$ cat src/sv/dfm_pkg.sv
// ----------------------------------------------------------------------------
// dfm_pkg
// Shared types, widths and the twiddle table of the DFT magnitude block.
// ----------------------------------------------------------------------------
package dfm_pkg;

  localparam int POINTS       = 64;
  localparam int SAMPLE_BITS  = 16;
  localparam int TWIDDLE_BITS = 16;

  localparam int IDX_W   = $clog2(POINTS);
  localparam int ADDR_W  = IDX_W + 1;
  localparam int BANKS   = 2;
  localparam int PROD_W  = SAMPLE_BITS + TWIDDLE_BITS;
  localparam int ACC_W   = PROD_W + IDX_W;
  localparam int SUM_W   = ACC_W - (TWIDDLE_BITS - 1);
  localparam int RAD_W   = 2 * SUM_W;
  localparam int ROOT_W  = SUM_W;
  localparam int REM_W   = ROOT_W + 2;
  localparam int MAG_W   = 22;
  localparam int STEP_W  = $clog2(ROOT_W);
  localparam int QCNT_W  = 2;

  localparam logic [MAG_W-1:0] MAG_MAX = {MAG_W{1'b1}};

  typedef logic signed [SAMPLE_BITS-1:0]  sample_t;
  typedef logic signed [TWIDDLE_BITS-1:0] twid_t;
  typedef logic signed [PROD_W-1:0]       prod_t;
  typedef logic signed [ACC_W-1:0]        acc_t;
  typedef logic signed [SUM_W-1:0]        sum_t;
  typedef logic [IDX_W-1:0]               idx_t;
  typedef logic [MAG_W-1:0]               mag_t;

  typedef struct packed {
    sum_t re;
    sum_t im;
    idx_t bin;
    logic last;
  } bin_sum_t;

  typedef enum logic {
    MAC_IDLE,
    MAC_RUN
  } mac_state_t;

  typedef enum logic [2:0] {
    SQ_IDLE,
    SQ_SQUARE,
    SQ_ADD,
    SQ_ITER,
    SQ_HOLD
  } sqrt_state_t;

  // round(32767 * cos(2*pi*r/64)) for r = 0..16
  function automatic twid_t quarter_cos(logic [4:0] r);
    twid_t v;
    unique case (r)
      5'd0:    v = 16'sd32767;
      5'd1:    v = 16'sd32609;
      5'd2:    v = 16'sd32137;
      5'd3:    v = 16'sd31356;
      5'd4:    v = 16'sd30273;
      5'd5:    v = 16'sd28898;
      5'd6:    v = 16'sd27245;
      5'd7:    v = 16'sd25329;
      5'd8:    v = 16'sd23170;
      5'd9:    v = 16'sd20787;
      5'd10:   v = 16'sd18204;
      5'd11:   v = 16'sd15446;
      5'd12:   v = 16'sd12539;
      5'd13:   v = 16'sd9512;
      5'd14:   v = 16'sd6393;
      5'd15:   v = 16'sd3212;
      default: v = 16'sd0;
    endcase
    return v;
  endfunction

  function automatic twid_t tw_cos(idx_t a);
    logic [3:0] r;
    logic [4:0] rm;
    twid_t      v;
    r  = a[3:0];
    rm = 5'd16 - {1'b0, r};
    unique case (a[5:4])
      2'd0:    v = quarter_cos({1'b0, r});
      2'd1:    v = -quarter_cos(rm);
      2'd2:    v = -quarter_cos({1'b0, r});
      default: v = quarter_cos(rm);
    endcase
    return v;
  endfunction

  function automatic twid_t tw_sin(idx_t a);
    return tw_cos(a - idx_t'(POINTS / 4));
  endfunction

endpackage

$ cat src/sv/dfm_queue.sv
// ----------------------------------------------------------------------------
// dfm_queue
// Two-entry queue of completed-frame tokens (bank number).
// ----------------------------------------------------------------------------
module dfm_queue
  import dfm_pkg::*;
(
  input  logic              clk,
  input  logic              rst_n,
  input  logic              push,
  input  logic              push_bank,
  input  logic              pop,
  output logic              tok_valid,
  output logic              tok_bank,
  output logic [QCNT_W-1:0] count
);
  logic              ent_r [BANKS];
  logic              wr_ptr_r, wr_ptr_nxt;
  logic              rd_ptr_r, rd_ptr_nxt;
  logic [QCNT_W-1:0] cnt_r, cnt_nxt;
  logic              do_pop;

  assign do_pop    = pop && (cnt_r != '0);
  assign tok_valid = (cnt_r != '0);
  assign tok_bank  = ent_r[rd_ptr_r];
  assign count     = cnt_r;

  always_comb begin
    wr_ptr_nxt = push ? ~wr_ptr_r : wr_ptr_r;
    rd_ptr_nxt = do_pop ? ~rd_ptr_r : rd_ptr_r;
    cnt_nxt    = cnt_r + QCNT_W'(push) - QCNT_W'(do_pop);
  end

  always_ff @(posedge clk) begin
    if (!rst_n) begin
      wr_ptr_r <= 1'b0;
      rd_ptr_r <= 1'b0;
      cnt_r    <= '0;
    end else begin
      wr_ptr_r <= wr_ptr_nxt;
      rd_ptr_r <= rd_ptr_nxt;
      cnt_r    <= cnt_nxt;
    end
  end

  always_ff @(posedge clk) begin
    if (push) begin
      ent_r[wr_ptr_r] <= push_bank;
    end
  end
endmodule

$ cat config.mk
export PLATFORM = sky130hd
export DESIGN_NAME = dfm_queue
export DESIGN_NICKNAME = d
export VERILOG_FILES = /design/src/sv/dfm_pkg.sv /design/src/sv/dfm_queue.sv
export SDC_FILE = /design/constraint.sdc
export NUM_CORES = 1
export LEC_CHECK = 0
export BUFFER_PORTS_ARGS = -buffer_cell sky130_fd_sc_hd__buf_4
export CAP_MARGIN = 10
export CORE_AREA = 2 2 39 41
export CTS_BUF_LIST = sky130_fd_sc_hd__clkbuf_8
export DETAILED_ROUTE_END_ITERATION = 12
export DIE_AREA = 0 0 41 43
export GPL_TIMING_DRIVEN = 0
export PLACE_DENSITY = 0.51
export SYNTH_ARGS = -nofsm -noshare
export SYNTH_HDL_FRONTEND = slang
export SYNTH_SLANG_ARGS = --single-unit
$ cat constraint.sdc
create_clock -name clk -period 2.3 [get_ports clk]
set_clock_uncertainty 0.1 [all_clocks]
set_input_delay 0.115 -clock clk [delete_from_list [all_inputs] [get_ports clk]]
set_output_delay 0.115 -clock clk [all_outputs]
set_load 0.02 [all_outputs]
==> results of run 1 <==
==> per-layer routing <==
layer,part of all wire (%),GRT usage (%),vias up
li1,-,-,108
met1,33,6.000,94
met2,57,10.31,4
met3,4.7,2.094,2
met4,4.7,6.000,0
met5,0,0,-
==> cells in the mapped netlist <==
cell / number
dfxtp_1: 5
and2_1: 2
edfxtp_1: 2
ha_1: 2
inv_1: 2
mux2i_1: 2
nor2b_1: 2
mux2_2: 1
nand2_1: 1
nand2b_1: 1
nor2b_2: 1
o21a_1: 1
o21a_2: 1
or2_2: 1
xnor3_1: 1
==> power by group through the flow <==
| stage | Sequential, uW | Clock, uW | Combinational [uW] |
|---|---|---|---|
| detailed placement | 182 | 0 | 244 |
| global placement | 180 | 0 | 238 |
| floorplan | 199 | 0 | 151 |
| CTS | 180 | 170 | 247 |
| global route | 183 | 178 | 265 |
| finish | 179 | 166 | 242 |
==> critical path, stage by stage (launching register included) <==
cell and delay (ns):
dfxtp_1 0.32, o21a_2 0.24, ha_1 0.27, inv_1 0.05
ha_1 0.14, xnor3_1 0.23, nor2b_2 0.11
==> stage by stage <==
stage	instances	power, uW
2_1_floorplan	25	350.4
3_3_place_gp	49	417.4
3_5_place_dp	49	426.6
4_1_cts	54	597.1
5_1_grt	54	626.3
6_report	54	587.5
==> how the worst min path moves through the flow <==
| stage | slack (ns) | endpoint | depth (start not counted) | start |
|---|---|---|---|---|
| after floorplan | 0.11 | ent_r[0] | 0 | push_bank |
| after global placement | 0.20 | ent_r[1] | 1 | push_bank |
| after detailed placement | 0.20 | ent_r[0] | 1 | push_bank |
| after CTS | 0.03 | wr_ptr_r | 2 | rst_n |
| after global routing | 0.04 | count[0] | 2 | rst_n |
| final | 0.03 | count[0] | 2 | rst_n |
==> what timing repair did <==
item | CTS | global route
hold buffers | 1 | 0
gates resized for setup | 0 | 0
hold endpoints to repair | 2 | 0
==> final cells by class <==
cell class / count / area, sq um / share of cell area [%]
Clock inverter: 1 / 3.754 / 0.8380
Sequential cell: 7 / 160.2 / 35.75
Multi-Input combinational cell: 16 / 145.1 / 32.40
Inverter: 2 / 7.507 / 1.676
Tap cell: 16 / 20.02 / 4.469
Clock buffer: 3 / 41.29 / 9.218
Timing Repair Buffer: 9 / 70.07 / 15.64
==> kinds of logic (layout without fill, tap and decap cells) <==
logic type	after synthesis	count (layout)	share of synthesized area [%]
multiplexers	3	3	10.00
AND/OR/NAND/NOR	8	8	16.00
AO/OA/AOI/OAI	2	2	5.201
adder cells (fa/ha/maj)	2	2	7.999
XOR/XNOR	1	1	7.199
flip-flops	7	7	51.20
buffers and inverters	2	15	2.401
==> results.txt, run 1 <==
The repair_antennas step left the layout with diodes totalling 0. The total leakage power is 0.0002057 uW. The worst hold path belongs to the class input pin to register. The post-route worst setup slack is 0.7785 ns.

The count of port buffers added during placement is 8. The total half-perimeter wirelength after legalization and detailed placement is 379.8 um. The top achievable clock speed came out at 657.3 MHz.

For flop-to-flop paths, the worst setup slack is 0.78 ns. The register clock-pin slew on the reported worst setup and hold paths is 0.04 ns. The final setup violation count is 0. The final global-route overflow total is 0. The internal power of the cells totals 410.4 uW.

The detailed-route vias per instance came out at 3.852. The tree built by TritonCTS fans out to 7 sinks. The CTS tree is yes. The final worst-path cycle share came out at 66.15%. The finished cells cover 447.9 sq um.

The routed wire length is 446 um. Detailed routing inserted a total of 208 vias. In this run the post-CTS setup repair buffer count came out at 0. Once detail routing completed, the nets flagged for antenna violations numbered 0.

The number of antenna violations at the first check in global routing is 0. The global-route wire length before repair is 731 um. Ranked by total cell area, the synthesized netlist is headed by dfxtp_1, edfxtp_1, ha_1. The clock tree root buffer cell is clkbuf_8.

The max-cap check violation count came out at 0. The remaining routing DRC violations came out at 0. The vertical die dimension is 43 um. The floorplan die width is 41 um. The synthesized netlist contains 15 unique library cells.

The top cell types in the final layout, fill and taps aside, are buf_4, dfxtp_1, inv_1, clkbuf_8. The number of nets produced by synthesis is 32. The worst setup path is launched from a register. The worst register-to-register path begins at count[1]. The number of core rows came out at 14. The cell area that synthesis handed to floorplanning was 312.8 sq um. The initial utilization of the core area, before any placement, comes to 22.60%.

The number of global-route vias before repair came to 196. Leaving out fill and tap cells, the most frequent cell in the layout is buf_4. At the placement stage, the worst setup path has a slack of 0.7702 ns.

The data required time at the worst endpoint came out at 2.37 ns. The global router's overall resource usage came out at 6.497%. The fraction of layout cells with a size suffix above 1 is 39.47%. Summed over all instances, the cell type with the most area after synthesis is dfxtp_1. In this run the biggest area consumer among cell types represents 32.00% of the synthesized area. Summing all placed instances gives a cell area of 392.9 sq um. The placer's final routability congestion estimate is 0.7073. The worst setup path is of the register to register kind.

The die outline area came out at 1763 sq um. The switching power as a share of total power came out at 30.15%. In this run the number of H-tree levels came out at 1. Cells fill 32.37% of the core in the end. The run finished with clean final reports.

The number of synthesized register bits came out at 7. The number of detailed-route iterations in the first pass came out at 1. The net count of the finished layout is 46.

The measured slew at the worst slew-check pin came out at 0.1652 ns. The switching power summed over all nets is 177.1 uW. Following the worst setup path forward leads to its endpoint at count[1]. Counting the fill cells in the layout gives 144. Adding up every negative setup slack in the final design gives 0 ns. The number of I/O pins is 9. Setup repair after global routing left no endpoint under its margin.

Final hold analysis gives a worst-case slack of 0.03095 ns. Each instance of the synthesized netlist takes up on average 12.51 sq um. The startpoint of the worst setup timing path is count[1]. The depth of the worst register-to-register path is 6. The largest fanout on the critical path came out at 4.

The final-report hold violation count is 0. The number of instances in the synthesized netlist came out at 25. The part of the total power dissipated in the clock network came out at 28.3%. The total of warnings raised by yosys is 0. The reg-to-reg critical path endpoint is count[1]. The maximum buffer depth of the clock tree came out at 2. The relative area change from synthesis to final layout is 43.20%.

In this run the power density over the cells is 1312 nW/um^2. The peak supply drop came out at 0.4208 mV. The proportion of power drawn by combinational gates came out at 41.2%. The maximum number of pins on one net before global-route repair came out at 6. The number of buffers inserted during clock tree synthesis is 3. The violation count after the first detailed-routing iteration came out at 0.

The worst endpoint data arrival time came out at 1.59 ns. The worst setup path is captured at a register. The share of the yosys chip area belonging to registers is 51.20%. The clock latency of the later-clocked register in the worst-skew pair is 0.22 ns. In this run the standard cell core region covers 1384 sq um. The count of pins over their slew limit came out at 0. The worst slew margin relative to its limit came out at 88.97%. After detailed routing, the average wire length per cell comes to 8.259 um. Registers are responsible for 30.5% of the overall power. Subtracting the final worst setup slack from the clock period gives 1.521 ns.
Power figures use the tool's default switching activity.
==> inputs of run 2 (changes only) <==
- clock period: 2.3 -> 1.6 ns (I/O delays scaled with it)
==> results.txt, run 2 (synthesis results as in run 1) <==
The flow ran to the end, and the final reports show no timing, DRC or antenna violations. Of the cells placed in the final design, the portion with a size suffix greater than 1 is 38.46%. The core region is 1384 sq um. The area growth from synthesis to layout is 46.40%.

The critical path is of the register to register type. The global-route wire length before repair came out at 717 um. Timing would allow up to 659.1 MHz. Of all nets on the critical path, the largest fanout is 4. The clock latency of the later-clocked register in the worst-skew pair came out at 0.22 ns. The maximum buffer depth of the clock tree is 2. STA classifies the critical path startpoint as a register. The hold slack came out at 0.09915 ns. The final worst-path cycle share is 94.83%. Entering global routing, the biggest net connects 6 pins. In the layout the commonest cells are buf_4, dfxtp_1, inv_1, clkbuf_8. The final-report hold violation count came out at 0.

The clock sink total is 7. The congestion estimate from routability-driven global placement came to 0.7073. The tree is rooted in a clkbuf_8.

The remaining routing DRC violations is 0. The count of pins over their slew limit was 0. The routed length per placed instance came out at 8.091 um.

The violation count after the first detailed-routing iteration came out at 0. The initial standard-cell utilization of the core came out at 22.60%. The total number of vias came out at 210. Setup violations remaining at the end of the flow were counted as 0. Global routing used 6.396% of the available tracks.

Fill cells in the final layout number 143. The kind of end point of the critical path is a register. The total leakage power is 0.0002099 uW. The floorplan die width is 41 um.

The count of port buffers added during placement came out at 8. The multi-input combinational cells in the finished layout cover a total of 145.1 sq um. The data required time at the worst endpoint came out at 1.67 ns. The total half-perimeter wirelength after legalization and detailed placement is 379.8 um. The die covers 1763 sq um.

The number of I/O pins is 9. The post-CTS setup buffer count is 0. TritonCTS built the clock tree. In the final timing run, aggregate negative setup slack is 0 ns. The antenna diode count is 0.

The vertical die dimension came out at 43 um. The worst endpoint data arrival time came out at 1.58 ns. The floorplan has 14 rows.

The post-route cell area is 457.9 sq um. In the final design database the tool counted 47 nets. The worst min-delay path category is input pin to register. The number of buffers inserted during clock tree synthesis came out at 3.

The number of antenna violations at the first check in global routing came out at 0. The number of global-route vias before repair was 197. The worst slew margin relative to its limit is 88.97%. Across the whole layout, storage elements account for 160.2 sq um.

The total power is 846.5 uW. The most frequent standard cell in the layout excluding fill and tap cells is buf_4. The number of detailed-route iterations in the first pass came out at 1.

The detailed-route vias per instance came out at 3.818. The final period demand of the worst path came out at 1.517 ns. After clock tree synthesis, the clock-pin slew on the worst setup and hold paths is 0.04 ns.

The areal power density over the cells is 1849 nW/um^2. For this run the aggregate overflow at the end of global routing stands at 0. Setup repair after global routing left no endpoint under its margin. The peak supply drop came out at 0.6049 mV. Once the clock tree was built, the resizer swapped 0 gates to a different size. The max-cap check violation count came out at 0. The measured slew at the worst slew-check pin is 0.1652 ns. The count of antenna-violating nets left after detailed routing is 0. The depth of the CTS H-tree came out at 1. The routed wire length is 445 um. The instance area at placement came out at 392.9 sq um.
==> run 2: critical path: stages (launching register included) <==
cell and delay (ns):
dfxtp_1 0.32, o21a_2 0.24, ha_1 0.27, inv_1 0.05, ha_1 0.14, xnor3_1 0.23
nor2b_2 0.11
==> run 2: path summary, 6_finish.rpt <==
kind	from	endpoint	slack (ns)	cells past startpoint
min	push	wr_ptr_r	0.1	3
max	count[0]	count[1]	0.08	6
min reg2reg	rd_ptr_r	register	0.38	2
max reg2reg	count[0]	count[1]	0.08	6
==> run 2: cell type report <==
class | count | share of cell area (%)
Inverter | 2 | 1.639
Multi-Input combinational cell | 16 | 31.69
Tap cell | 16 | 4.372
Clock buffer | 3 | 9.016
Timing Repair Buffer | 10 | 17.49
Clock inverter | 1 | 0.8197
Sequential cell | 7 | 34.97
==> run 2: per-layer routing <==
| layer | vias up | part of all wire (%) | track usage, % |
|---|---|---|---|
| li1 | 110 | - | - |
| met2 | 4 | 57 | 10.31 |
| met5 | - | 0 | 0 |
| met1 | 94 | 34 | 6.000 |
| met4 | 0 | 4.7 | 6.000 |
| met3 | 2 | 3.8 | 1.571 |
==> run 2: through the flow <==
| stage | std cells | setup slack (ns) | util, % |
|---|---|---|---|
| 3_5_place_dp | 49 | 0.07016 | 28.39 |
| 2_1_floorplan | 25 | 0.05573 | - |
| 5_1_grt | 55 | 0.001676 | 33.09 |
| 6_report | 55 | 0.08272 | 33.09 |
| 3_3_place_gp | 49 | 0.1141 | 28.39 |
| 4_1_cts | 55 | 0.05552 | 33.09 |
==> run 2: power by group <==
| part | total, uW | leakage, uW | switching [uW] | internal, uW |
|---|---|---|---|---|
| clock network | 239 | 0.0000269 | 73.7 | 166 |
| logic | 349 | 0.000123 | 153 | 196 |
| registers | 258 | 0.0000602 | 28.0 | 230 |
| total | 847 | 0.000210 | 255 | 591 |
==> run 2: timing repair <==
action	CTS	global route
setup endpoints to repair	0	1
hold buffers	2	0
hold endpoints to repair	4	0
==> inputs of run 3 (changes only) <==
- PLACE_DENSITY: 0.51 -> 0.46
==> results.txt, run 3 (synthesis results as in run 1) <==
Walking the worst path, the cells encountered are o21a_2, ha_1, inv_1, ha_1, xnor3_1, nor2b_2. The number of global-route vias before repair came to 173. The net total in the final layout came out at 47. Input and output buffers added on the ports amount to 8. The clock sink total came out at 7.

The routed layout has 205 vias. The fraction of layout cells with a size suffix above 1 came out at 38.46%. The cell with the largest stage delay on the worst path is dfxtp_1. The most frequent standard cell in the layout excluding fill and tap cells is buf_4. The register clock-pin slew on the reported worst setup and hold paths is 0.04 ns.

The clock tree root buffer cell is clkbuf_8. The setup path with the least slack is of type register to register. Measured against its own limit, the worst slew margin works out to 88.44%. The final setup violation count is 0. The routed design could run at a clock period as short as 1.511 ns.

The standard cell core area is 1384 sq um. The total half-perimeter wirelength after legalization and detailed placement is 338 um. The library cells used most frequently in the layout, excluding fill and tap cells, are buf_4, dfxtp_1, inv_1, clkbuf_8. The routed length per placed instance came out at 8.127 um. The data required time at the worst endpoint came out at 1.67 ns. The total leakage power is 0.0002099 uW.

The first global-routing pass estimated 627 um of wire. The flow ran to the end, and the final reports show no timing, DRC or antenna violations. The count of antenna-violating nets left after detailed routing came out at 0. The vertical die dimension is 43 um. The global router's overall resource usage came out at 6.073%. The initial utilization of the core area, before any placement, comes to 22.60%. The combined buffer and inverter count along the critical path is 1.

The highest cell delay on the worst timing path is 0.32 ns. The repair_antennas step left the layout with diodes totalling 0. The worst hold path belongs to the class input pin to register. The routed wire length came out at 447 um. The measured slew at the worst slew-check pin is 0.1731 ns. The number of core rows is 14. The violation count after the first detailed-routing iteration is 6. The max-cap check violation count came out at 0. The remaining routing DRC violations is 0.

The number of antenna violations at the first check in global routing came to 0. The maximum number of pins on one net before global-route repair is 6. The layout filler cell count came out at 148. In the final layout, the multi-input gates occupy 145.1 sq um.

The post-CTS setup buffer count is 0. The cell that appears most often on the critical path is ha_1. The peak supply drop is 0.4941 mV.

The areal power density over the cells came out at 1845 nW/um^2. The count of pins over their slew limit came to 0. The maximum buffer depth of the clock tree came out at 2.

The top achievable clock speed came out at 662.0 MHz. TritonCTS built the clock tree. The final worst-path cycle share came out at 94.41%. The kind of end point of the critical path is a register. For this design the top-level I/O count stands at 9. The placer's final routability congestion estimate came out at 0.6939. The clock latency of the later-clocked register in the worst-skew pair is 0.22 ns. The final global-route overflow total is 0.

Dividing the detail-routed via count by the number of cells gives 3.727. The cell family contributing the most delay on the critical path is adder cells. The depth of the CTS H-tree is 1. The combined flip-flop and latch cell area is 160.2 sq um. The floorplan step defined a die boundary enclosing 1763 sq um. For this run, the detailed router's first-pass iteration total came to 2.

The setup TNS came out at 0 ns. The worst endpoint data arrival time is 1.58 ns. The sort of element at the start of the critical path is a register.

The final core utilization came out at 33.09%. The largest fanout on the critical path is 4. The relative area change from synthesis to final layout came out at 46.40%. The hold slack is 0.09227 ns. The number of buffers inserted during clock tree synthesis is 3. The floorplan die width is 41 um. The final-report hold violation count came out at 0. Setup repair after global routing left no endpoint under its margin.
[run 3: where the power goes]
group	internal [uW]	leakage, uW	switching, uW
clock	166	0.0000269	73.7
sequential	230	0.0000602	29.0
combinational	197	0.000123	150
[run 3: per-stage QoR]
stage / total power, uW / area (sq um) / worst slack (ns) / cells
after CTS: 866.6 / 457.9 / 0.07427 / 55
after global routing: 902.7 / 457.9 / 0.01161 / 55
after detailed placement: 609.7 / 392.9 / 0.08918 / 49
after floorplan: 503.7 / 312.8 / 0.05573 / 25
final: 844.9 / 457.9 / 0.08939 / 55
after global placement: 601.1 / 392.9 / 0.1122 / 49
[run 3: per-layer routing]
layer | track usage (%) | vias to the layer above | wire, um
li1 | - | 113 | -
met1 | 4.950 | 88 | 183
met2 | 9.375 | 4 | 241
met3 | 1.571 | 0 | 22
met4 | 8.000 | 0 | 0
met5 | 0 | - | 0
[run 3: worst register-to-register path: cells and delay by family (launching register included)]
family	cells	cell delay (ns)
adders and majority gates	2	0.41
DFF	1	0.32
AOI/OAI and AO/OA	1	0.25
buffers and inverters	1	0.05
xor gates and xnor gates	1	0.22
and+or+nand+nor	1	0.10
[run 3: cell type report]
| type | count | area share (%) |
|---|---|---|
| multi-input combinational | 16 | 31.69 |
| timing repair buffer | 10 | 17.49 |
| sequential | 7 | 34.97 |
| tap | 16 | 4.372 |
| clock buffer | 3 | 9.016 |
| inverter | 2 | 1.639 |
| clock inverter | 1 | 0.8197 |
[run 3: timing repair]
| action | 4_1_cts | 5_1_grt |
|---|---|---|
| setup endpoints to repair | 0 | 1 |
| gates resized for setup | 0 | 0 |
| hold buffers | 2 | 0 |
| hold endpoints to repair | 4 | 0 |
[run 3: final timing paths]
check	depth (start not counted)	end	from	slack, ns
max	6	count[1]	count[0]	0.09
min	3	wr_ptr_r	push	0.09
max reg2reg	6	count[1]	count[0]	0.09
min reg2reg	2	rd_ptr_r	rd_ptr_r	0.38
